--- config.mk ---
export PLATFORM = sky130hd
export DESIGN_NAME = http_request_line_check
export DESIGN_NICKNAME = d
export VERILOG_FILES = /design/src/sv/hrlc_pkg.sv /design/src/sv/hrlc_front.sv /design/src/sv/hrlc_fifo.sv /design/src/sv/hrlc_back.sv /design/src/sv/http_request_line_check.sv
export SDC_FILE = /design/constraint.sdc
export NUM_CORES = 1
export LEC_CHECK = 0
export BUFFER_PORTS_ARGS = -buffer_cell sky130_fd_sc_hd__buf_2
export CAP_MARGIN = 10
export CORE_MARGIN = 1.5
export CORE_UTILIZATION = 45
export CTS_BUF_LIST = sky130_fd_sc_hd__clkbuf_16
export DETAILED_ROUTE_END_ITERATION = 6
export PLACE_DENSITY = 0.71
export SLEW_MARGIN = 20
export SYNTH_ARGS = -nofsm -noshare
export SYNTH_HDL_FRONTEND = slang
export SYNTH_SLANG_ARGS = --single-unit
--- constraint.sdc ---
create_clock -name clk_i -period 6.58 [get_ports clk_i]
set_input_delay 1.645 -clock clk_i [delete_from_list [all_inputs] [get_ports clk_i]]
set_output_delay 1.645 -clock clk_i [all_outputs]
set_load 0.1 [all_outputs]
--- src/sv/hrlc_pkg.sv ---
`timescale 1ns / 1ps
// ----------------------------------------------------------------------------
// hrlc_pkg
// Shared types, widths and codes for the request line checker.
// ----------------------------------------------------------------------------
package hrlc_pkg;

  localparam int unsigned LenW   = 12;
  localparam int unsigned CountW = LenW + 1;
  localparam logic [LenW-1:0] MaxUriReset = 12'd1024;

  localparam logic [7:0] ChSpace = 8'h20;
  localparam logic [7:0] ChCr    = 8'h0d;
  localparam logic [7:0] ChLf    = 8'h0a;
  localparam logic [7:0] ChZero  = 8'h00;
  localparam logic [7:0] ChG     = 8'h47;
  localparam logic [7:0] ChH     = 8'h48;

  localparam logic [1:0] StOk   = 2'd0;
  localparam logic [1:0] StBad  = 2'd1;
  localparam logic [1:0] StJunk = 2'd2;

  // one classified input item
  typedef struct packed {
    logic [7:0] data;
    logic       last;
    logic       is_space;
    logic       is_crlf;
    logic       is_zero;
  } item_t;

  function automatic logic [7:0] get_char(input logic [1:0] idx);
    logic [7:0] c;
    case (idx)
      2'd0:    c = 8'h47;
      2'd1:    c = 8'h45;
      default: c = 8'h54;
    endcase
    return c;
  endfunction

  function automatic logic [7:0] head_char(input logic [1:0] idx);
    logic [7:0] c;
    case (idx)
      2'd0:    c = 8'h48;
      2'd1:    c = 8'h45;
      2'd2:    c = 8'h41;
      default: c = 8'h44;
    endcase
    return c;
  endfunction

  function automatic logic [7:0] ver_char(input logic [2:0] idx);
    logic [7:0] c;
    case (idx)
      3'd0:    c = 8'h48;
      3'd1:    c = 8'h54;
      3'd2:    c = 8'h54;
      3'd3:    c = 8'h50;
      3'd4:    c = 8'h2f;
      3'd5:    c = 8'h31;
      3'd6:    c = 8'h2e;
      default: c = 8'h31;
    endcase
    return c;
  endfunction

endpackage

--- src/sv/hrlc_front.sv ---
`timescale 1ns / 1ps
// ----------------------------------------------------------------------------
// hrlc_front
// Accepts input bytes and tags each with its character class.
// ----------------------------------------------------------------------------
module hrlc_front (
  input  logic              s_axis_tvalid,
  output logic              s_axis_tready,
  input  logic [7:0]        s_axis_tdata,   // data_byte
  input  logic              s_axis_tlast,   // last_byte
  input  logic              full_i,
  output logic              push_o,
  output hrlc_pkg::item_t   item_o
);
  import hrlc_pkg::*;

  assign s_axis_tready = !full_i;
  assign push_o        = s_axis_tvalid && !full_i;

  always_comb begin
    item_o.data     = s_axis_tdata;
    item_o.last     = s_axis_tlast;
    item_o.is_space = (s_axis_tdata == ChSpace);
    item_o.is_crlf  = (s_axis_tdata == ChCr) || (s_axis_tdata == ChLf);
    item_o.is_zero  = (s_axis_tdata == ChZero);
  end

endmodule

--- src/sv/hrlc_fifo.sv ---
`timescale 1ns / 1ps
// ----------------------------------------------------------------------------
// hrlc_fifo
// Two-entry queue of classified items between front and back.
// ----------------------------------------------------------------------------
module hrlc_fifo (
  input  logic            clk_i,
  input  logic            rst_ni,
  input  logic            push_i,
  input  hrlc_pkg::item_t item_i,
  output logic            full_o,
  output logic            valid_o,
  input  logic            pop_i,
  output hrlc_pkg::item_t item_o
);
  import hrlc_pkg::*;

  item_t      mem_q [2];
  logic       wr_ptr_q, wr_ptr_d;
  logic       rd_ptr_q, rd_ptr_d;
  logic [1:0] cnt_q, cnt_d;

  assign full_o  = (cnt_q == 2'd2);
  assign valid_o = (cnt_q != 2'd0);
  assign item_o  = mem_q[rd_ptr_q];

  always_comb begin
    wr_ptr_d = push_i ? !wr_ptr_q : wr_ptr_q;
    rd_ptr_d = pop_i ? !rd_ptr_q : rd_ptr_q;
    cnt_d    = cnt_q + {1'b0, push_i} - {1'b0, pop_i};
  end

  always_ff @(posedge clk_i) begin
    if (push_i) begin
      mem_q[wr_ptr_q] <= item_i;
    end
  end

  always_ff @(posedge clk_i or negedge rst_ni) begin
    if (!rst_ni) begin
      wr_ptr_q <= 1'b0;
      rd_ptr_q <= 1'b0;
      cnt_q    <= 2'd0;
    end else begin
      wr_ptr_q <= wr_ptr_d;
      rd_ptr_q <= rd_ptr_d;
      cnt_q    <= cnt_d;
    end
  end

endmodule

--- src/sv/hrlc_back.sv ---
`timescale 1ns / 1ps
// ----------------------------------------------------------------------------
// hrlc_back
// Request line state machine with a registered result stage.
// ----------------------------------------------------------------------------
module hrlc_back (
  input  logic                       clk_i,
  input  logic                       rst_ni,
  input  logic [hrlc_pkg::LenW-1:0]  limit_i,
  input  logic                       valid_i,
  input  hrlc_pkg::item_t            item_i,
  output logic                       pop_o,
  output logic                       m_axis_tvalid,
  input  logic                       m_axis_tready,
  output logic [15:0]                m_axis_tdata,  // uri_valid, uri_byte, status, method_kind
  output logic                       m_axis_tlast   // done_res
);
  import hrlc_pkg::*;

  localparam logic [2:0] PhSkipM = 3'd0;
  localparam logic [2:0] PhMethod = 3'd1;
  localparam logic [2:0] PhSkipU = 3'd2;
  localparam logic [2:0] PhUri   = 3'd3;
  localparam logic [2:0] PhVerNl = 3'd4;
  localparam logic [2:0] PhVerSp = 3'd5;
  localparam logic [2:0] PhVer   = 3'd6;
  localparam logic [2:0] PhTail  = 3'd7;

  logic [2:0]        phase_q, phase_d;
  logic [3:0]        idx_q, idx_d;
  logic [CountW-1:0] cnt_q, cnt_d;
  logic              meth_q, meth_d;
  logic [1:0]        stat_q, stat_d;
  logic              dec_q, dec_d;

  logic              ovalid_q;
  logic              uv_q, uv_d;
  logic [7:0]        ub_q, ub_d;
  logic              done_q, done_d;
  logic [1:0]        ost_q, ost_d;
  logic              mk_q, mk_d;

  function automatic logic [1:0] end_outcome(input logic [2:0] ph);
    return (ph == PhUri || ph == PhVerNl || ph == PhTail) ? StOk : StBad;
  endfunction

  assign pop_o         = valid_i && (!ovalid_q || m_axis_tready);
  assign m_axis_tvalid = ovalid_q;
  assign m_axis_tlast  = done_q;
  assign m_axis_tdata  = {4'b0, mk_q, ost_q, ub_q, uv_q};

  always_comb begin
    logic [CountW-1:0] cnt_n;
    logic [2:0]        mlen;
    logic [1:0]        fin;
    phase_d = phase_q;
    idx_d   = idx_q;
    cnt_d   = cnt_q;
    meth_d  = meth_q;
    stat_d  = stat_q;
    dec_d   = dec_q;
    uv_d    = 1'b0;
    ub_d    = 8'd0;
    done_d  = 1'b0;
    ost_d   = StOk;
    mk_d    = 1'b0;
    mlen    = meth_q ? 3'd4 : 3'd3;
    cnt_n   = ((phase_q == PhSkipU) ? '0 : cnt_q) + 1'b1;
    fin     = StOk;

    if (!dec_q) begin
      if (item_i.is_zero) begin
        stat_d = end_outcome(phase_q);
        dec_d  = 1'b1;
      end else begin
        unique case (phase_q)
          PhSkipM: begin
            if (!item_i.is_space) begin
              if (item_i.data == ChG || item_i.data == ChH) begin
                meth_d  = (item_i.data == ChH);
                idx_d   = 4'd1;
                phase_d = PhMethod;
              end else begin
                stat_d = StBad;
                dec_d  = 1'b1;
              end
            end
          end
          PhMethod: begin
            if (item_i.is_space) begin
              if (idx_q == {1'b0, mlen}) begin
                phase_d = PhSkipU;
              end else begin
                stat_d = StBad;
                dec_d  = 1'b1;
              end
            end else if (idx_q >= {1'b0, mlen}) begin
              stat_d = StBad;
              dec_d  = 1'b1;
            end else if (item_i.data != (meth_q ? head_char(idx_q[1:0])
                                                : get_char(idx_q[1:0]))) begin
              stat_d = StBad;
              dec_d  = 1'b1;
            end else begin
              idx_d = idx_q + 4'd1;
            end
          end
          PhSkipU, PhUri: begin
            if (item_i.is_space) begin
              if (phase_q == PhUri) begin
                phase_d = PhVerNl;
              end
            end else begin
              phase_d = PhUri;
              cnt_d   = cnt_n;
              if (cnt_n > {1'b0, limit_i}) begin
                stat_d = StBad;
                dec_d  = 1'b1;
              end else begin
                uv_d = 1'b1;
                ub_d = item_i.data;
              end
            end
          end
          PhVerNl, PhVerSp: begin
            if (item_i.is_space) begin
              phase_d = PhVerSp;
            end else if (item_i.is_crlf) begin
              if (phase_q == PhVerSp) begin
                stat_d = StBad;
                dec_d  = 1'b1;
              end
            end else if (item_i.data == ver_char(3'd0)) begin
              idx_d   = 4'd1;
              phase_d = PhVer;
            end else begin
              stat_d = StBad;
              dec_d  = 1'b1;
            end
          end
          PhVer: begin
            if (item_i.data != ver_char(idx_q[2:0])) begin
              stat_d = StBad;
              dec_d  = 1'b1;
            end else begin
              idx_d = idx_q + 4'd1;
              if (idx_q == 4'd7) begin
                phase_d = PhTail;
              end
            end
          end
          default: begin
            if (item_i.is_crlf) begin
              stat_d = StOk;
              dec_d  = 1'b1;
            end else if (!item_i.is_space) begin
              stat_d = StJunk;
              dec_d  = 1'b1;
            end
          end
        endcase
      end
    end

    if (item_i.last) begin
      fin     = dec_d ? stat_d : end_outcome(phase_d);
      done_d  = 1'b1;
      ost_d   = fin;
      mk_d    = (fin == StOk) ? meth_d : 1'b0;
      phase_d = PhSkipM;
      idx_d   = 4'd0;
      cnt_d   = '0;
      meth_d  = 1'b0;
      stat_d  = StOk;
      dec_d   = 1'b0;
    end
  end

  always_ff @(posedge clk_i or negedge rst_ni) begin
    if (!rst_ni) begin
      phase_q  <= PhSkipM;
      idx_q    <= 4'd0;
      cnt_q    <= '0;
      meth_q   <= 1'b0;
      stat_q   <= StOk;
      dec_q    <= 1'b0;
      ovalid_q <= 1'b0;
    end else begin
      if (pop_o) begin
        phase_q  <= phase_d;
        idx_q    <= idx_d;
        cnt_q    <= cnt_d;
        meth_q   <= meth_d;
        stat_q   <= stat_d;
        dec_q    <= dec_d;
        ovalid_q <= 1'b1;
      end else if (m_axis_tready) begin
        ovalid_q <= 1'b0;
      end
    end
  end

  always_ff @(posedge clk_i) begin
    if (pop_o) begin
      uv_q   <= uv_d;
      ub_q   <= ub_d;
      done_q <= done_d;
      ost_q  <= ost_d;
      mk_q   <= mk_d;
    end
  end

endmodule

--- src/sv/http_request_line_check.sv ---
`timescale 1ns / 1ps
// ----------------------------------------------------------------------------
// http_request_line_check
// Checks an HTTP request line byte by byte, passes URI bytes out and
// reports the line status on the final byte.
// ----------------------------------------------------------------------------
// channel    dir  fields
// s_axis     in   tdata[7:0] data_byte, tlast last_byte
// m_axis     out  tdata[0] uri_valid, [8:1] uri_byte, [10:9] status,
//                 [11] method_kind, tlast done_res
// apb        in   register 0 at address 0: uri_limit[11:0]
//
// one item per cycle while the output is not stalled; each item gives one result
// (classify into a two-entry queue, then one parser step into the output
// register). reset clears the parser and sets the uri limit to 1024.
// a stalled output fills the queue, after which tready drops.
// ----------------------------------------------------------------------------
module http_request_line_check (
  input  logic        clk_i,
  input  logic        rst_ni,
  input  logic        s_axis_tvalid,
  output logic        s_axis_tready,
  input  logic [7:0]  s_axis_tdata,   // data_byte
  input  logic        s_axis_tlast,   // last_byte
  output logic        m_axis_tvalid,
  input  logic        m_axis_tready,
  output logic [15:0] m_axis_tdata,   // uri_valid, uri_byte, status, method_kind
  output logic        m_axis_tlast,   // done_res
  input  logic        psel,
  input  logic        penable,
  input  logic        pwrite,
  input  logic [2:0]  paddr,
  input  logic [31:0] pwdata,
  output logic [31:0] prdata,
  output logic        pready
);
  import hrlc_pkg::*;

  logic            full;
  logic            push;
  item_t           push_item;
  logic            q_valid;
  logic            pop;
  item_t           q_item;
  logic [LenW-1:0] max_uri_q;

  assign pready = 1'b1;
  assign prdata = (paddr[2] == 1'b0) ? {{(32-LenW){1'b0}}, max_uri_q} : 32'd0;

  always_ff @(posedge clk_i or negedge rst_ni) begin
    if (!rst_ni) begin
      max_uri_q <= MaxUriReset;
    end else if (psel && penable && pwrite && paddr[2] == 1'b0) begin
      max_uri_q <= pwdata[LenW-1:0];
    end
  end

  hrlc_front u_front (
    .s_axis_tvalid (s_axis_tvalid),
    .s_axis_tready (s_axis_tready),
    .s_axis_tdata  (s_axis_tdata),
    .s_axis_tlast  (s_axis_tlast),
    .full_i        (full),
    .push_o        (push),
    .item_o        (push_item)
  );

  hrlc_fifo u_fifo (
    .clk_i   (clk_i),
    .rst_ni  (rst_ni),
    .push_i  (push),
    .item_i  (push_item),
    .full_o  (full),
    .valid_o (q_valid),
    .pop_i   (pop),
    .item_o  (q_item)
  );

  hrlc_back u_back (
    .clk_i         (clk_i),
    .rst_ni        (rst_ni),
    .limit_i       (max_uri_q),
    .valid_i       (q_valid),
    .item_i        (q_item),
    .pop_o         (pop),
    .m_axis_tvalid (m_axis_tvalid),
    .m_axis_tready (m_axis_tready),
    .m_axis_tdata  (m_axis_tdata),
    .m_axis_tlast  (m_axis_tlast)
  );

  // a uri byte on the final item means the line ended inside the uri
  a_uri_last_ok: assert property (@(posedge clk_i) disable iff (!rst_ni)
    m_axis_tvalid && m_axis_tdata[0] && m_axis_tlast |-> m_axis_tdata[10:9] == StOk)
    else $error("uri byte on final item with bad status");

  a_method_only_done_ok: assert property (@(posedge clk_i) disable iff (!rst_ni)
    m_axis_tvalid && m_axis_tdata[11] |-> m_axis_tlast && m_axis_tdata[10:9] == StOk)
    else $error("method kind outside an accepted final item");

  a_status_only_done: assert property (@(posedge clk_i) disable iff (!rst_ni)
    m_axis_tvalid && !m_axis_tlast |-> m_axis_tdata[10:9] == StOk)
    else $error("status set before the final item");

  a_uri_byte_zero: assert property (@(posedge clk_i) disable iff (!rst_ni)
    m_axis_tvalid && !m_axis_tdata[0] |-> m_axis_tdata[8:1] == 8'd0)
    else $error("uri byte not cleared without uri valid");

endmodule
# Yosys cells after proc, flatten, opt, wreduce, memory -nomap -nowiden

Memories as Yosys holds them, arrays and structs flattened.
Cells that the tools add are included.

Flip-flop bits (word level): 54
RAM bits: 24
Input bits: 51
Output and inout port bits: 52
Word-level logic and storage cells: 203
Memories kept: 1

Add/sub/neg operators: 4
$lt $le $gt $ge: 2
Equal/unequal tests: 39
Mux-type cells: 106
Bitwise logic cells: 2
Reduce and logical (&&, ||, !) cells: 33

Memory list:

| name         | depth | width | read ports | clocked after memory_dff | wr ports | line            | RTL |
|---|---|---|---|---|---|---|---|
| u_fifo.mem_q | 2     | 12    | 1          | 0                        | 1        | hrlc_fifo.sv:18 | `item_t mem_q [2];` |

Operators with widths:

| cell                    | count |
|---|---|
| $mux W8                 | 14 |
| $mux W13                | 6 |
| $mux W4                 | 12 |
| $mux W3                 | 15 |
| $mux W2                 | 19 |
| $pmux W7 S5             | 1 |
| $mux W1                 | 32 |
| $eq A3 B3 Y1 const B    | 8 |
| $ne A3 B3 Y1 const B    | 7 |
| $eq A8 B4 Y1 const B    | 2 |
| $eq A8 B7 Y1 const B    | 2 |
| $ne A8 B8 Y1            | 2 |
| $pmux W4 S4             | 1 |
| $eq A3 B2 Y1 const B    | 5 |
| $pmux W3 S5             | 1 |
| $add A13 B1 Y13 const B | 1 |
| $gt A13 B12 Y1          | 1 |
| $reduce_and A13 Y1      | 1 |
| $mux W12                | 1 |
| $pmux W4 S3             | 1 |
| $pmux W2 S5             | 1 |
| $pmux W5 S2             | 1 |
| $eq A8 B6 Y1 const B    | 1 |
| $logic_not A8 Y1        | 1 |
| other kinds (26)        | 50 |

# Depth between registers and ports, before layout

Gate-level depths: netlist of run 1.

Word-level depth: 18
Depth in mapped cells: 19
Mapped depth without buffers: 17

# Modules after synthesis

A second synthesis of run 1 with hierarchy kept.

Cells, all modules: 508
Area total of the unflattened synthesis: 5242.5 µm²

By module, submodules not included:

| module                  | instances | cells each | area an instance (µm²) | seq. area each (µm²) |
|---|---|---|---|---|
| hrlc_back               | 1         | 375        | 3239.4                 | 1016.0 |
| hrlc_fifo               | 1         | 52         | 1099.8                 | 820.8 |
| http_request_line_check | 1         | 62         | 755.7                  | 301.5 |
| hrlc_front              | 1         | 19         | 147.6                  | 0.0 |

# Worst setup path after synthesis of run 1

Ideal clock, no wire load.

Path kind: input to output
Start point: input paddr[2]
End point: output prdata[10]
Arrival: 3093 ps
Required time: 4935 ps
Slack: 1842 ps
Cell stages on the path: 2
Buffers on the path: 1
Cell sequence: clkbuf_1 nor2_1

Cells in the longest elaborated chain, start to end: 1

RTL lines:

| item            | line                          | RTL |
|---|---|---|
| start, declared | http_request_line_check.sv:32 | `input logic [2:0] paddr,` |
| $mux W12        | http_request_line_check.sv:48 | `assign prdata = (paddr[2] == 1'b0) ? {{(32-LenW){1'b0}}, max_uri_q} : 32'd0;` |
| end, declared   | http_request_line_check.sv:34 | `output logic [31:0] prdata,` |

Every way passes these cells.

# Worst setup path in the final report of run 1

Start point: register u_back.phase_q[0]
End point: register u_back.ost_q[1], data pin

Cells in the longest elaborated chain, start to end: 10
Elaborated cells on any way between the ends: 29
Those cells by class: 1 x add/sub; 1 x order compare; 6 x eq/ne; 18 x mux; 3 x reduce/logical

RTL lines:

| item                                              | line                             | RTL |
|---|---|---|
| start, declared                                   | hrlc_back.sv:29                  | `logic [2:0] phase_q, phase_d;` |
| start signal, assigned                            | hrlc_back.sv:181                 | `phase_q <= PhSkipM;` |
| start signal, assigned                            | hrlc_back.sv:190                 | `phase_q <= phase_d;` |
| $eq A3 B2 Y1                                      | hrlc_back.sv:68, hrlc_back.sv:76 |  |
| $mux W13                                          | hrlc_back.sv:68                  | `cnt_n = ((phase_q == PhSkipU) ? '0 : cnt_q) + 1'b1;` |
| $add A13 B1 Y13                                   | hrlc_back.sv:68                  |  |
| $gt A13 B12 Y1                                    | hrlc_back.sv:116                 | `if (cnt_n > {1'b0, limit_i}) begin` |
| $mux W2 / $mux W1 (equally long branches)         | hrlc_back.sv:116                 |  |
| $mux W2 / $mux W1 (equally long branches)         | hrlc_back.sv:109                 | `if (item_i.is_space) begin` |
| $pmux W2 S5 / $pmux W1 S5 (equally long branches) | hrlc_back.sv:76                  | `unique case (phase_q)` |
| $mux W2 / $mux W1 (equally long branches)         | hrlc_back.sv:72                  | `if (item_i.is_zero) begin` |
| $mux W2 / $mux W1 (equally long branches)         | hrlc_back.sv:71                  | `if (!dec_q) begin` |
| $mux W2 (*)                                       | hrlc_back.sv:166                 | `fin = dec_d ? stat_d : end_outcome(phase_d);` |
| end signal, assigned                              | hrlc_back.sv:208                 | `ost_q <= ost_d;` |
| end, declared                                     | hrlc_back.sv:40                  | `logic [1:0] ost_q, ost_d;` |

Every way passes the cells marked *; elsewhere a longest branch is shown, timed or not.
A chain may end at the register's enable or synchronous reset.

==> results of run 1 <==
[synthesized netlist by cell type (all sizes together), types with 5 or more instances]
| library cell | n | area [um^2] |
|---|---|---|
| edfxtp | 37 | 1110 |
| a211oi | 6 | 50.1 |
| mux2i | 13 | 166 |
| nand2 | 37 | 139 |
| a31oi | 7 | 43.8 |
| xnor2 | 9 | 78.8 |
| nor2 | 59 | 221 |
| and3 | 6 | 37.5 |
| o21ai | 19 | 95.1 |
| buf | 38 | 279 |
| nor4 | 6 | 37.5 |
| xor2 | 7 | 61.3 |
| a21oi | 17 | 85.1 |
| nor2b | 5 | 31.3 |
| a22o | 11 | 96.3 |
| nor3 | 11 | 55.1 |
| mux2 | 17 | 195 |
| nand3 | 13 | 65.1 |
| clkbuf | 7 | 26.3 |
| nand2b | 7 | 43.8 |
| ha | 24 | 300 |
| nand4 | 11 | 68.8 |
| nor3b | 6 | 60.1 |
| dfrtp | 40 | 1000 |
| or3 | 7 | 43.8 |
| inv | 22 | 82.6 |
[logic make-up (layout without fill, tap and decap cells)]
logic type / after synthesis / after routing / synth area share (%)
AND/OR/NAND/NOR: 188 / 188 / 19.3
AO/OA/AOI/OAI: 103 / 103 / 15.2
flip-flops: 78 / 78 / 41.9
buffers and inverters: 69 / 100 / 7.75
multiplexers: 30 / 30 / 7.09
adder cells (fa/ha/maj): 24 / 24 / 5.89
XOR/XNOR: 16 / 16 / 2.75
other: 2 / 25 / 0.147
[worst reg2reg max path: cells and delay by family (launching register included)]
kind	cells	cell delay, ns
AOI/OAI and AO/OA	5	1.51
DFF	1	0.58
and+or+nand+nor	8	1.79
adders and majority gates	2	0.65
xor gates and xnor gates	1	0.15
[through the flow]
stage	utilization, %	cell area, um^2
2_1_floorplan	-	5190
3_3_place_gp	49.1	5370
3_5_place_dp	49.1	5370
4_1_cts	52.0	5690
5_1_grt	52.0	5690
6_report	52.0	5690
[cell type report]
class | count | share of cell area [%]
multi-input cells | 386 | 46.7
flip-flops and latches | 78 | 37.6
repair buffers | 60 | 5.50
clock buffers | 9 | 3.96
well taps | 140 | 3.08
clock inverters | 7 | 1.58
inverters | 24 | 1.58
[state kept, by name (all words and copies together), names as in the netlist, 2 cells and up]
register	flops
u_back.ub_q	8
u_back.ost_q	2
u_back.idx_q	4
max_uri_q	12
u_back.cnt_q	13
u_fifo.mem_q	24
u_back.phase_q	3
u_back.stat_q	2
u_fifo.cnt_q	2
[cells in the final DEF, fill, tap and decap left out, drive strengths merged, types with 6 or more instances in the layout]
| cell | instances |
|---|---|
| buf | 60 |
| nor2 | 59 |
| dfrtp | 40 |
| nand2 | 37 |
| edfxtp | 37 |
| conb | 25 |
| ha | 24 |
| inv | 23 |
| o21ai | 19 |
| a21oi | 17 |
| mux2 | 17 |
| nand3 | 13 |
| mux2i | 13 |
| nand4 | 11 |
| nor3 | 11 |
| a22o | 11 |
| xnor2 | 9 |
| clkbuf | 9 |
| xor2 | 7 |
| or3 | 7 |
| nand2b | 7 |
| a31oi | 7 |
| and3 | 6 |
| nor4 | 6 |
| a211oi | 6 |
| nor3b | 6 |
[power by group through the flow]
stage / Clock, mW / Combinational (mW) / Sequential (mW)
final: 0.526 / 1.02 / 0.730
after global routing: 0.560 / 1.09 / 0.744
after CTS: 0.532 / 1.02 / 0.729
after detailed placement: 0 / 1.02 / 0.739
after global placement: 0 / 1.00 / 0.733
after floorplan: 0 / 0.707 / 0.888
[layer usage]
layer  GRT usage [%]  wire [um]  up-vias
met5               0          0        -
li1                -          -     1918
met4            6.86        224        0
met1            28.5       5360     1905
met3            3.08        557       24
met2            29.4       4920      141
[worst max path at each step]
stage / start / endpoint / slack, ns / cells past startpoint
CTS: u_back.phase_q[1] / u_back.ost_q[1] / 1.77 / 16
global placement: u_back.phase_q[1] / u_back.ost_q[1] / 1.79 / 16
global route: u_back.phase_q[0] / u_back.ost_q[1] / 1.30 / 16
detailed placement: u_back.phase_q[0] / u_back.ost_q[1] / 1.79 / 16
finish: u_back.phase_q[0] / u_back.ost_q[1] / 1.72 / 16
floorplan: paddr[2] / prdata[10] / 1.84 / 2
==> results.py, run 1 <==
metrics = {
    "worst_setup_path": {
        "path_cells": "nor3b_2, nor2b_1, ha_1, nand4_1, nor2_1, nand3_1, xor2_1, nor2_1, ha_1, a211o_1, a2111oi_0, o31ai_1, a311o_1, and3_1, o31a_1, nor3_1",
        "r2r_slack_ns": 1.72,
        "crit_family": "simple AND/OR/NAND/NOR gates",
        "path_buf_inv": 0,
        "critical_path.reg2reg.endpoint": "u_back.ost_q[1]",
        "cpPeakStageDelay_ns": 0.80,
        "cp.required_ns": 6.75,
        "critPathArrivalTime_ns": 5.03,
        "r2r_cells": 16,
        "path_class": "flop to flop",
        "r2r-start": "u_back.phase_q[0]",
        "crit_path_start_kind": "flop",
        "endpoint_kind": "flop",
        "crit_fanout": 17,
        "slowest_stage": "nor3b_2",
    },
    "logic_synthesis": {
        "async_flop_share_pct": 52.6,
        "ys_seq_area_share_pct": 41.9,
        "ys_types": 82,
        "yosys_most_used_dff": "dfrtp_1",
        "synth-edff-count": 37,
        "synth-seq-cells": 78,
        "synth_area_um2": 5100,
        "yosysWarnings": 0,
        "synthCells": 510,
        "syn_avg_cell_area_um2": 10.0,
    },
    "detailed_routing": {
        "routedWlPerCell_um": 15.7,
        "drt_wl_total_um": 11100,
        "drt_iter0_markers": 397,
        "vias": 3988,
        "ant_nets": 0,
        "dr.pass1.iters": 5,
        "viasPerCell": 5.66,
        "drc": 0,
    },
    "layout": {
        "drive_above_1_share_pct": 19.5,
        "final-seq-area_um2": 2140,
        "diodes": 0,
        "syn2layout_area_growth_pct": 11.5,
        "fillers": 1000,
        "finalNonFillerCells": 704,
        "final_nets": 634,
        "multiInputGateArea_um2": 2660,
    },
    "die": {
        "fp-row-count": 38,
        "initial_utilization_pct": 46.7,
        "chipHeight_um": 109,
        "io_pins": 103,
        "die_w_um": 109,
        "die_area_um2": 12000,
        "core_area_um2": 10900,
    },
    "timing": {
        "hold-worst-slack_ns": 0.504,
        "skew_ns": 0.00644,
        "final-hold-violation-count": 0,
        "period_minus_slack_ns": 4.86,
        "rsz0062_at_grt": "false",
        "finalSetupViolCount": 0,
        "period_share_pct": 73.8,
        "slew_violations": 0,
        "worstMarginPinSlew_ns": 0.987,
        "fmax_ghz": 0.206,
        "maxSlewHeadroom_pct": 33.9,
        "postLayoutSetupSlackWorst_ns": 1.72,
        "finalSetupTns_ns": 0,
    },
    "power_and_ir_drop": {
        "switchingPower_mw": 1.04,
        "vdd_ir_drop_max_mv": 0.275,
        "p_total_mw": 2.28,
        "cellInternalPower_mw": 1.24,
        "p_leak_nw": 2.44,
        "p_comb_share_pct": 44.9,
        "sw_frac_of_total_pct": 45.7,
        "seq_power_share_pct": 32.0,
        "powerDensity_nw_per_um2": 401,
        "p_clk_share_pct": 23.1,
    },
    "global_route": {
        "grt_pass1_vias": 3670,
        "grt_max_degree": 42,
        "overflow": 0,
        "antenna_found_initial": 0,
        "grt_pass1_wl_um": 18200,
        "grt_use_total_pct": 19.5,
    },
    "min_path": {
        "hold_path_class": "flop to flop",
        "min_to": "u_back.m_axis_tvalid",
        "whs_path_depth": 2,
        "hold_start": "u_back.m_axis_tvalid",
    },
    "placement": {
        "placedCellCount": 688,
        "dp_slack_ns": 1.79,
        "port_buffers": 55,
        "gp_congestion": 0.890,
        "hpwlAfterDp_um": 8160,
    },
    "clocking": {
        "clock_latency_ns": 0.34,
        "post_cts_resized": 0,
        "cts_made_buffers": 9,
        "clk_pin_slew_ns": 0.06,
        "cts_root_buf": "clkbuf_16",
        "cts.sinks": 78,
        "htree_levels": 3,
        "cts_max_path_buffers": 2,
        "cts.hold.buffers_added": 0,
        "cts_tree": "done",
        "post_cts_buffers": 0,
    },
    "outcome": {
        "status": "completed",
    },
    "flow_run": {
        "cap_violations": 0,
    },
}
No activity file was read; power rests on OpenSTA's default activity.
==> inputs of run 2 (changes only) <==
- PLACE_DENSITY: 0.71 -> 0.74
- clock period: 6.58 -> 4.34 ns (I/O delays scaled with it)
==> run 2 against run 1 <==
Non-clock buffer count grew 5. Wire length up 2.0%. Critical path depth unchanged. Largest power group unchanged. Critical endpoint unchanged. Global-route usage up 0.29 points.
==> results.py, run 2 (synthesis gave the netlist of run 1 again) <==
metrics = {
    "detailed_routing": {
        "routedWlPerCell_um": 15.9,
        "ant_nets": 0,
        "vias": 4033,
        "drc": 0,
        "dr.pass1.iters": 5,
        "viasPerCell": 5.69,
        "drt_wl_total_um": 11300,
        "drt_iter0_markers": 296,
    },
    "timing": {
        "slew_violations": 0,
        "period_share_pct": 93.9,
        "hold-worst-slack_ns": 0.498,
        "worstMarginPinSlew_ns": 0.983,
        "finalSetupTns_ns": 0,
        "skew_ns": 0.00577,
        "maxSlewHeadroom_pct": 34.2,
        "fmax_ghz": 0.245,
        "final-hold-violation-count": 0,
        "finalSetupViolCount": 0,
        "period_minus_slack_ns": 4.07,
        "rsz0062_at_grt": "false",
    },
    "worst_setup_path": {
        "endpoint": "u_back.ost_q[1]",
        "crit_fanout": 3,
        "crit_start": "u_back.phase_q[1]",
        "endpoint_kind": "flop",
        "crit_path_start_kind": "flop",
        "critPathArrivalTime_ns": 4.24,
        "cp.required_ns": 4.51,
        "path_class": "flop to flop",
        "r2r_cells": 16,
        "critical_path.reg2reg.endpoint": "u_back.ost_q[1]",
        "r2r_slack_ns": 0.27,
        "r2r-start": "u_back.phase_q[1]",
    },
    "die": {
        "fp-row-count": 38,
        "die_area_um2": 12000,
        "io_pins": 103,
        "core_area_um2": 10900,
        "initial_utilization_pct": 46.7,
        "chipHeight_um": 109,
        "die_w_um": 109,
    },
    "clocking": {
        "clk_pin_slew_ns": 0.06,
        "htree_levels": 3,
        "cts_root_buf": "clkbuf_16",
        "cts.hold.buffers_added": 0,
        "cts_max_path_buffers": 2,
        "clock_latency_ns": 0.34,
        "cts_tree": "done",
        "cts_made_buffers": 9,
        "cts.sinks": 78,
    },
    "global_route": {
        "grt_use_total_pct": 19.8,
        "grt_max_degree": 42,
        "antenna_found_initial": 0,
        "overflow": 0,
        "grt_pass1_wl_um": 18200,
        "grt_pass1_vias": 3686,
    },
    "layout": {
        "final_nets": 639,
        "largest_register": "u_fifo.mem_q",
        "fin_util_pct": 52.4,
        "final_common_cell": "nor2_1",
        "diodes": 0,
        "final_cell_mix": "nor2_1, buf_2, dfrtp_1",
        "fillers": 1002,
        "largest_reg_flops": 24,
        "drive_above_1_share_pct": 20.4,
        "design_area_um2": 5740,
        "reg_top3": "u_fifo.mem_q: 24 flops, u_back.cnt_q: 13 flops, max_uri_q: 12 flops",
        "syn2layout_area_growth_pct": 12.4,
    },
    "placement": {
        "port_buffers": 55,
        "place_area_um2": 5410,
        "gp_congestion": 0.915,
        "hpwlAfterDp_um": 8410,
    },
    "power_and_ir_drop": {
        "cellInternalPower_mw": 1.90,
        "switchingPower_mw": 1.61,
        "powerDensity_nw_per_um2": 611,
        "p_leak_nw": 2.47,
        "vdd_ir_drop_max_mv": 0.501,
        "p_total_mw": 3.50,
        "seq_power_share_pct": 31.6,
        "p_comb_share_pct": 45.2,
        "p_clk_share_pct": 23.2,
        "sw_frac_of_total_pct": 45.9,
    },
    "flow_run": {
        "cap_violations": 0,
    },
    "outcome": {
        "status": "completed",
    },
    "min_path": {
        "hold_path_class": "flop to flop",
    },
}
==> run 2: cell types whose count changed in the layout (fill, tap and decap cells not counted) <==
cell / before / now
clkinvlp_4: 1 / 0
clkinv_4: 1 / 4
inv_1: 23 / 22
nor2_1: 59 / 58
clkinv_1: 2 / 3
buf_4: 5 / 10
nor2_2: 0 / 1
clkinv_2: 2 / 0
==> run 2: how the worst min path moves through the flow <==
stage,from,end,slack (ns),cells past startpoint
global route,u_back.cnt_q[12],u_back.cnt_q[12],0.54,2
finish,u_back.cnt_q[0],u_back.cnt_q[0],0.50,2
global placement,u_fifo.wr_ptr_q,u_fifo.wr_ptr_q,0.48,1
floorplan,u_fifo.wr_ptr_q,u_fifo.wr_ptr_q,0.46,1
CTS,u_fifo.wr_ptr_q,u_fifo.wr_ptr_q,0.50,1
detailed placement,u_back.cnt_q[0],u_back.cnt_q[0],0.49,2
==> run 2: area by class of cell <==
| class | count | area (um^2) | share of cell area (%) |
|---|---|---|---|
| Sequential cell | 78 | 2140 | 37.3 |
| Tap cell | 140 | 175 | 3.05 |
| Timing Repair Buffer | 65 | 350 | 6.11 |
| Multi-Input combinational cell | 386 | 2660 | 46.3 |
| Clock inverter | 7 | 98.8 | 1.72 |
| Clock buffer | 9 | 225 | 3.93 |
| Inverter | 24 | 90.1 | 1.57 |
==> run 2: per-layer routing <==
| layer | GRT usage (%) | up-vias | wire length (um) |
|---|---|---|---|
| met1 | 27.5 | 1924 | 5280 |
| met3 | 3.14 | 19 | 599 |
| met4 | 8.35 | 0 | 204 |
| met2 | 30.8 | 156 | 5200 |
| li1 | - | 1934 | - |
| met5 | 0 | - | 0 |
==> run 2: critical path: stages, from the launching register on <==
cell	delay [ns]
dfrtp_1	0.38
nor3b_2	0.17
nor2b_1	0.23
ha_1	0.26
nand4_1	0.17
nor2_2	0.16
nand3_1	0.10
xor2_1	0.15
nor2_1	0.16
ha_1	0.29
a211o_1	0.28
a2111oi_0	0.34
o31ai_1	0.20
a311o_1	0.35
and3_1	0.18
o31a_1	0.31
nor3_1	0.16
==> run 2: stage by stage <==
step	setup WS (ns)	std cells
floorplan	0.378	533
global placement	0.336	693
detailed placement	0.286	693
CTS	0.237	709
global route	0.0346	709
finish	0.266	709
==> run 2: timing repair <==
item,in CTS,in global routing
endpoints found under the hold margin,0,0
setup buffers,0,0
gates resized for setup,0,1
endpoints found under the setup margin,0,3
==> run 2: power groups by stage <==
stage | combinational [mW] | sequential, mW | clock (mW)
finish | 1.58 | 1.11 | 0.814
floorplan | 1.07 | 1.35 | 0
CTS | 1.57 | 1.11 | 0.823
global route | 1.68 | 1.13 | 0.860
detailed placement | 1.57 | 1.12 | 0
global placement | 1.54 | 1.11 | 0
==> inputs of run 3 (changes only) <==
- CORE_UTILIZATION: 45 -> 31
- PLACE_DENSITY: 0.74 -> 0.56
==> run 3 against run 2 <==
Sequential power barely moved. Via count barely moved. Critical endpoint unchanged. Combinational power barely moved. Largest power group unchanged. Non-clock buffer count is 4 higher. First-iteration DRC count down 18%. Wire length grew 6.3%. Critical path type unchanged. Register-to-register slack got worse by 0.13 ns. Die area grew 44%. Global-route usage decreased by 6.3 points. Worst setup slack lost 0.13 ns.
==> results.py, run 3 (synthesis gave the netlist of run 1 again) <==
metrics = {
    "outcome": {
        "status": "completed",
    },
    "timing": {
        "slew_violations": 0,
        "fmax_ghz": 0.238,
        "worstMarginPinSlew_ns": 0.921,
        "finalSetupViolCount": 0,
        "rsz0062_at_grt": "false",
        "period_share_pct": 96.8,
        "finalSetupTns_ns": 0,
        "final-hold-violation-count": 0,
        "maxSlewHeadroom_pct": 38.6,
        "skew_ns": 0.00842,
        "postLayoutSetupSlackWorst_ns": 0.137,
        "period_minus_slack_ns": 4.20,
    },
    "die": {
        "die_area_um2": 17200,
        "core_area_um2": 16000,
        "die_w_um": 131,
        "chipHeight_um": 131,
        "io_pins": 103,
        "fp-row-count": 46,
        "initial_utilization_pct": 31.9,
    },
    "worst_setup_path": {
        "path_buf_inv": 0,
        "crit_family": "compound AO/OA/AOI/OAI gates",
        "critPathArrivalTime_ns": 4.36,
        "crit_path_start_kind": "flop",
        "slowest_stage": "a2111oi_0",
        "path_class": "flop to flop",
        "endpoint_kind": "flop",
        "cp.required_ns": 4.50,
        "cpPeakStageDelay_ns": 0.45,
        "path_cells": "nor3b_2, nor2b_1, ha_1, nand4_1, nor2_1, nand3_1, xor2_1, nor2_1, ha_1, a211o_1, a2111oi_0, o31ai_1, a311o_1, and3_1, o31a_1, nor3_1",
        "crit_fanout": 3,
    },
    "clocking": {
        "htree_levels": 3,
        "clk_pin_slew_ns": 0.06,
        "cts_root_buf": "clkbuf_16",
        "post_cts_resized": 0,
        "cts_made_buffers": 9,
        "clock_latency_ns": 0.33,
        "post_cts_buffers": 0,
        "cts_max_path_buffers": 2,
        "cts_tree": "done",
        "cts.hold.buffers_added": 0,
        "cts.sinks": 78,
    },
    "detailed_routing": {
        "ant_nets": 0,
        "vias": 4035,
        "wl_met1_um": 5680,
        "drt_wl_total_um": 12000,
        "met3WireLength_um": 517,
        "dr.pass1.iters": 5,
        "drc": 0,
        "drt_iter0_markers": 243,
        "top_layer": "met4",
        "wl_met2_um": 5630,
        "viasPerCell": 5.11,
        "routedWlPerCell_um": 15.2,
    },
    "min_path": {
        "hold_path_class": "flop to flop",
    },
    "layout": {
        "final_common_cell": "nor2_1",
        "final_cell_mix": "nor2_1, buf_2, dfrtp_1",
        "largest_reg_flops": 24,
        "drive_above_1_share_pct": 20.8,
        "design_area_um2": 5860,
        "fillers": 1627,
        "syn2layout_area_growth_pct": 14.9,
        "final_nets": 643,
        "fin_util_pct": 36.7,
        "final-seq-area_um2": 2140,
        "multiInputGateArea_um2": 2660,
        "largest_register": "u_fifo.mem_q",
        "reg_top3": "u_fifo.mem_q: 24 flops, u_back.cnt_q: 13 flops, max_uri_q: 12 flops",
        "diodes": 0,
    },
    "placement": {
        "gp_congestion": 0.909,
        "hpwlAfterDp_um": 8950,
        "dp_slack_ns": 0.274,
        "port_buffers": 55,
        "place_area_um2": 5530,
    },
    "global_route": {
        "grt_max_degree": 42,
        "grt_pass1_wl_um": 18900,
        "antenna_found_initial": 0,
        "overflow": 0,
        "grt_use_total_pct": 13.5,
        "grt_pass1_vias": 3700,
    },
    "power_and_ir_drop": {
        "powerDensity_nw_per_um2": 597,
        "p_comb_share_pct": 45.4,
        "seq_power_share_pct": 31.9,
        "sw_frac_of_total_pct": 45.7,
        "switchingPower_mw": 1.60,
        "cellInternalPower_mw": 1.90,
        "p_clk_share_pct": 22.8,
        "vdd_ir_drop_max_mv": 0.390,
        "p_leak_nw": 2.49,
    },
    "flow_run": {
        "cap_violations": 0,
    },
}
## run 3: cell types whose count changed in the layout (fill, tap and decap cells not counted)
| cell | before | now |
|---|---|---|
| inv_1 | 22 | 23 |
| clkinv_2 | 0 | 1 |
| buf_4 | 10 | 13 |
| buf_12 | 0 | 1 |
| clkinv_4 | 4 | 2 |
## run 3: final timing paths
path                                   startpoint              end  slack [ns]  cells after the start
worst max-delay path            u_back.phase_q[1]  u_back.ost_q[1]        0.14                     16
worst max register to register  u_back.phase_q[1]  u_back.ost_q[1]        0.14                     16
worst min-delay path              u_back.cnt_q[0]  u_back.cnt_q[0]        0.51                      2
worst min register to register    u_back.cnt_q[0]  u_back.cnt_q[0]        0.51                      2
max in group asynchronous                  rst_ni    max_uri_q[10]        3.09                      2
min in group asynchronous                  rst_ni    max_uri_q[11]        0.69                      1
## run 3: power by group through the flow
stage | Combinational (mW) | Sequential [mW] | Clock, mW
5_1_grt | 1.69 | 1.14 | 0.845
4_1_cts | 1.59 | 1.12 | 0.817
6_report | 1.59 | 1.12 | 0.796
3_3_place_gp | 1.56 | 1.12 | 0
3_5_place_dp | 1.58 | 1.13 | 0
2_1_floorplan | 1.07 | 1.35 | 0
## run 3: metrics by stage
step / hold WS [ns] / cells / total power, mW
after floorplan: 0.461 / 533 / 2.42
after global placement: 0.476 / 772 / 2.68
after detailed placement: 0.490 / 772 / 2.71
after CTS: 0.502 / 788 / 3.52
after global routing: 0.532 / 789 / 3.67
final: 0.505 / 789 / 3.50
## run 3: final cells by class
type                            count  area share, %
Inverter                           24           1.54
Clock buffer                        9           3.84
Tap cell                          216           4.61
Sequential cell                    78           36.5
Multi-Input combinational cell    386           45.3
Clock inverter                      7           1.54
Timing Repair Buffer               69           6.70
## run 3: metal layers
metal  up-vias  GRT usage (%)
li1       1946              -
met1      1963           18.4
met2       115           21.8
met3        11           2.08
met4         0           5.06
met5         -              0
## run 3: tightest hold or removal path: stages, from the launching register on
cell and delay [ns]:
dfrtp_1 0.36, nand2_1 0.05, o21ai_0 0.06
